$ cat config.mk
export PLATFORM = sky130hd
export DESIGN_NAME = aps_divider
export DESIGN_NICKNAME = d
export VERILOG_FILES = /design/src/hw/rtl/aps_pkg.sv /design/src/hw/rtl/aps_divider.sv
export SDC_FILE = /design/constraint.sdc
export NUM_CORES = 1
export LEC_CHECK = 0
export ABC_AREA = 1
export BUFFER_PORTS_ARGS = -buffer_cell sky130_fd_sc_hd__buf_2
export CAP_MARGIN = 20
export CELL_PAD_IN_SITES_DETAIL_PLACEMENT = 1
export CELL_PAD_IN_SITES_GLOBAL_PLACEMENT = 2
export CORE_UTILIZATION = 30
export DETAILED_ROUTE_END_ITERATION = 6
export MAX_ROUTING_LAYER = met4
export PLACE_DENSITY_LB_ADDON = 0.1
export SYNTH_ARGS = -nofsm -noshare
export SYNTH_HDL_FRONTEND = slang
export SYNTH_SLANG_ARGS = --single-unit
$ cat constraint.sdc
create_clock -name clk -period 3.98 [get_ports clk]
set_clock_uncertainty 0.2 [all_clocks]
set_input_delay 0.199 -clock clk [delete_from_list [all_inputs] [get_ports clk]]
set_output_delay 0.199 -clock clk [all_outputs]
set_load 0.1 [all_outputs]
$ cat src/hw/rtl/aps_pkg.sv
// Package for the aim point smoother: widths, constants, exp table, sequencer states.
// Used by aps_divider.sv, aim_point_smoother.sv and the testbench; depends on nothing.
package aps_pkg;

    localparam int SLOTS     = 8;
    localparam int SLOT_W    = $clog2(SLOTS);
    // The shared counter walks the slots and also the 16 exp table steps.
    localparam int CNT_W     = ($clog2(SLOTS) > 4) ? $clog2(SLOTS) : 4;

    localparam logic [30:0] RADIUS_MIN = 31'd3277;
    localparam logic [30:0] RADIUS_MAX = 31'd655359;
    localparam logic [31:0] MIN_ABOVE  = 32'd6554;
    localparam logic [47:0] STALE_US   = 48'd1500000;

    localparam logic [19:0] FALLBACK_RST = 20'd78643;
    localparam logic [11:0] FACTOR_RST   = 12'd384;
    localparam logic [23:0] SMOOTH_RST   = 24'd100000;

    localparam logic [1:0] REG_FALLBACK = 2'd0;
    localparam logic [1:0] REG_FACTOR   = 2'd1;
    localparam logic [1:0] REG_SMOOTH   = 2'd2;

    typedef enum logic [3:0] {
        ST_IDLE,
        ST_SEARCH,
        ST_VICTIM,
        ST_DIV_START,
        ST_DIV_WAIT,
        ST_EXP,
        ST_BLEND_MUL,
        ST_BLEND_ADD,
        ST_WRITE,
        ST_OUT
    } state_t;

    typedef struct packed {
        logic start;
        logic busy;
        logic done;
    } div_ctl_t;

    function automatic logic [23:0] exp_factor(input logic [3:0] k);
        logic [23:0] r;
        begin
            case (k)
                4'd0:  r = 24'd16773120;
                4'd1:  r = 24'd16769026;
                4'd2:  r = 24'd16760840;
                4'd3:  r = 24'd16744480;
                4'd4:  r = 24'd16711808;
                4'd5:  r = 24'd16646655;
                4'd6:  r = 24'd16517109;
                4'd7:  r = 24'd16261035;
                4'd8:  r = 24'd15760736;
                4'd9:  r = 24'd14805841;
                4'd10: r = 24'd13066109;
                4'd11: r = 24'd10175896;
                4'd12: r = 24'd6171993;
                4'd13: r = 24'd2270549;
                4'd14: r = 24'd307285;
                default: r = 24'd5628;
            endcase
            return r;
        end
    endfunction

    function automatic logic [31:0] sat32(input logic signed [33:0] v);
        logic [31:0] r;
        begin
            if (v > 34'sd2147483647)       r = 32'h7FFF_FFFF;
            else if (v < -34'sd2147483648) r = 32'h8000_0000;
            else                           r = v[31:0];
            return r;
        end
    endfunction

endpackage

$ cat src/hw/rtl/aps_divider.sv
// Restoring divider, one quotient bit per cycle: (dt << 12) / smoothing_time.
// Depends on aps_pkg. Quotient saturates its caller's use at 2^16 by a flag.
module aps_divider (
    input  logic        clk,
    input  logic        rst_n,
    input  aps_pkg::div_ctl_t ctl_in,
    input  logic [32:0] dividend,
    input  logic [23:0] divisor,
    output logic        done,
    output logic [32:0] quotient
);
    logic [32:0] quot_reg, quot_next;
    logic [24:0] rem_reg, rem_next;
    logic [5:0]  cnt_reg, cnt_next;
    logic        busy_reg, busy_next;
    logic [24:0] trial;

    always_comb
    begin
        quot_next = quot_reg;
        rem_next  = rem_reg;
        cnt_next  = cnt_reg;
        busy_next = busy_reg;
        trial     = {rem_reg[23:0], quot_reg[32]};
        if (ctl_in.start)
        begin
            quot_next = dividend;
            rem_next  = '0;
            cnt_next  = 6'd33;
            busy_next = 1'b1;
        end
        else if (busy_reg)
        begin
            if (trial >= {1'b0, divisor})
            begin
                rem_next  = trial - {1'b0, divisor};
                quot_next = {quot_reg[31:0], 1'b1};
            end
            else
            begin
                rem_next  = trial;
                quot_next = {quot_reg[31:0], 1'b0};
            end
            cnt_next = cnt_reg - 6'd1;
            if (cnt_reg == 6'd1)
                busy_next = 1'b0;
        end
    end

    always_ff @(posedge clk or negedge rst_n)
    begin
        if (!rst_n)
        begin
            busy_reg <= 1'b0;
            cnt_reg  <= '0;
        end
        else
        begin
            busy_reg <= busy_next;
            cnt_reg  <= cnt_next;
        end
    end

    always_ff @(posedge clk)
    begin
        quot_reg <= quot_next;
        rem_reg  <= rem_next;
    end

    assign done     = !busy_reg && !ctl_in.start && !ctl_in.busy;
    assign quotient = quot_reg;
endmodule

==> flow_summary.yaml <==
global_route:
  overflow: 0
  grt_max_degree: 38
  antenna_found_initial: 0
  grt_first_pass_wirelength_microns: 25790
  grt_use_total_pct: 20.76
  grt_pass1_vias: 5293
cells_and_area:
  antennaDiodeCount: 0
  largest_register_ffs: 33
  area_growth_pct: 28.41
  nFillCells: 2041
  final_cells: 1081
  nNetsFinal: 954
  final_util_pct: 39.95
  drive_above_1_share_pct: 16.09
synthesis:
  synth.area.top_cells: "nand2_1 (24%), edfxtp_1 (21%), inv_1 (10%)"
  async_flop_share_pct: 10.94
  syn_nets: 827
  syn_inst: 738
  synth_commonest_cells: "nand2_1 (301), inv_1 (134), nand3_1 (49)"
  synth_top_area_share_pct: 23.54
  ys_warn_count: 0
  synth_area_per_cell_sq_um: 6.504
  synth-seq-cells: 64
  yosys.area.top_type: "nand2_1"
  synth_cell_types: 36
  yosysSeqAreaShare_pct: 34.31
  yosysMostFrequentCell: "nand2_1"
  synth_edf_count: 33
  synth-main-ff-cell: "edfxtp_1"
  mappedNetlistArea_sq_um: 4800
route:
  remaining_drc_errors: 0
  totalWireLength_microns: 15430
  drt-initial-drc-count: 130
  vias: 4952
  routed_via_density: 4.581
  postRouteAntennaNets: 0
  dr.pass1.iters: 6
  drt-wirelength-per-cell_microns: 14.27
power_and_ir_drop:
  sw_frac_of_total_pct: 48.76
  sequentialPowerShare_pct: 23.7
  max-vdd-ir-drop_v: 0.0002491
  intPower_uw: 2158
  leakagePower_uw: 0.003362
  p_sw_uw: 2053
  comb_power_share_pct: 54.7
  powerDensity_nw_per_um2: 683.1
  clkPwrFrac_pct: 21.6
place:
  hpwl_microns: 11560
  place.gp.congestion: 0.8653
  dpl.cell_count: 1031
  io_buffers: 94
clocking:
  cts_setup_buffers: 0
  clockBufferDepth: 2
  numCtsBuffers: 9
  clock-root-buffer: "clkbuf_16"
  h-tree-depth: 3
  clk_latency_ps: 340
  cts.sinks: 64
  cts_tree: "built"
  cts_resized: 0
  clk_pin_slew_ps: 60
timing:
  fin_crit_ps: 2769
  rsz0062_at_grt: "false"
  drv_slew: 0
  slew_headroom_pct: 59.03
  setup_viol: 0
  fmax_mhz: 361.2
  final_hold_viol_count: 0
  worstMarginPinSlew_ps: 613.6
  fin_crit_sh_pct: 69.56
  tns_ps: 0
die:
  die_h_microns: 128.5
  rows: 45
  io_pins: 96
  initial_utilization_pct: 31.11
  die_area_sq_um: 16510
  core_sq_um: 15430
  die_x_microns: 128.5
critical_path:
  slowest_stage: "nand3_4"
  path_cells: "ha_1 > nand2_1 > nor2_1 > nand2_1 > nor2_1 > nand2_2 > nand3_4 > nand2_1 > nand3_1 > nand2_1"
  arrival_ps: 2790
  cpPeakStageDelay_ps: 430
  worst_path_most_repeated_cell: "nand2_1"
  critical_path.max_fanout: 25
  worstSetupPathType: "reg -> reg"
  worst_ep_required_time_ps: 4000
  cp-start-kind: "register"
  cp-end-kind: "register"
run:
  drv_cap: 0
min_path:
  hp-class: "in -> async"
status:
  status: "finished, final reports clean"
[layout make-up]
cell class | instances | area (sq um) | area share [%]
sequential | 64 | 1647 | 26.72
multi-input combinational | 514 | 2530 | 41.05
clock inverter | 6 | 91.34 | 1.482
clock buffer | 10 | 239.0 | 3.877
timing repair buffer | 135 | 863.3 | 14.01
inverter | 141 | 529.3 | 8.587
tap | 211 | 264.0 | 4.283
[power groups by stage]
stage	logic, uW	registers [uW]	clock network [uW]
2_1_floorplan	1430	1350	0
3_3_place_gp	2270	1000	0
3_5_place_dp	2300	1010	0
4_1_cts	2340	998	926
5_1_grt	2590	1020	956
6_report	2300	997	909
[worst max-delay path: cells and delay by family (launching register included)]
family,cells,cell delay [ps]
adder cells (fa/ha/maj),1,400
AND/OR/NAND/NOR,9,1700
flip-flops,1,330
[metrics by stage]
step / total power, uW / hold slack [ps] / setup WS [ps] / area, sq um
floorplan: 2784 / -296.6 / 755.4 / 4800
global placement: 3274 / -165.6 / 1219 / 5493
detailed placement: 3308 / -155.4 / 1193 / 5493
CTS: 4262 / 17.96 / 1198 / 6163
global route: 4569 / 49.75 / 992.7 / 6163
finish: 4210 / 30.51 / 1211 / 6163
[layout by cell type (no fill, tap or decap), types with 2 or more instances in the layout]
cell type,instances
nand2_1,301
inv_1,133
buf_2,94
nand3_1,49
nor2_1,37
dlygate4sd3_1,34
edfxtp_1,33
nand4_1,29
ha_1,26
dfxtp_1,24
a21oi_1,14
xnor2_1,11
o21ai_0,9
clkbuf_16,9
inv_2,7
nand3_2,7
o21ai_1,7
dfrtp_1,7
buf_4,7
nor3_1,5
clkinvlp_4,3
nor3_2,2
nor2_2,2
or2_2,2
and2_1,2
bufinv_16,2
[final timing paths]
kind	depth (start not counted)	startpoint	slack, ps	to
worst max-delay path	10	rem_reg[18]	1210	rem_reg[11]
worst max register to register	10	rem_reg[18]	1210	rem_reg[11]
worst min register to register	2	rem_reg[15]	270	rem_reg[15]
worst min-delay path	2	rst_n	30	cnt_reg[1]
min in group clk	5	divisor[0]	140	rem_reg[0]
max in group asynchronous	2	rst_n	3390	busy_reg
[routing by layer]
layer | share of wire (%) | global-route usage (%) | vias to the layer above
li1 | - | - | 2547
met1 | 48 | 25.46 | 2307
met2 | 48 | 35.33 | 87
met3 | 3.5 | 3.534 | 11
met4 | 1.0 | 5.052 | 0
met5 | 0 | - | -
[kinds of logic (layout without fill, tap and decap cells)]
family,Yosys count,count (layout),synth area share [%]
fa+ha+maj,27,27,7.195
buf+inv,160,292,12.98
simple gates,441,441,39.42
xor+xnor,12,12,2.190
compound gates,34,34,3.911
flops,64,64,34.31
[timing repair]
item                                    4_1_cts  5_1_grt
hold buffers                                 34        0
endpoints found under the setup margin        0        0
hold endpoints to repair                     40        0
Note: power is estimated with default switching activity, not from simulation.
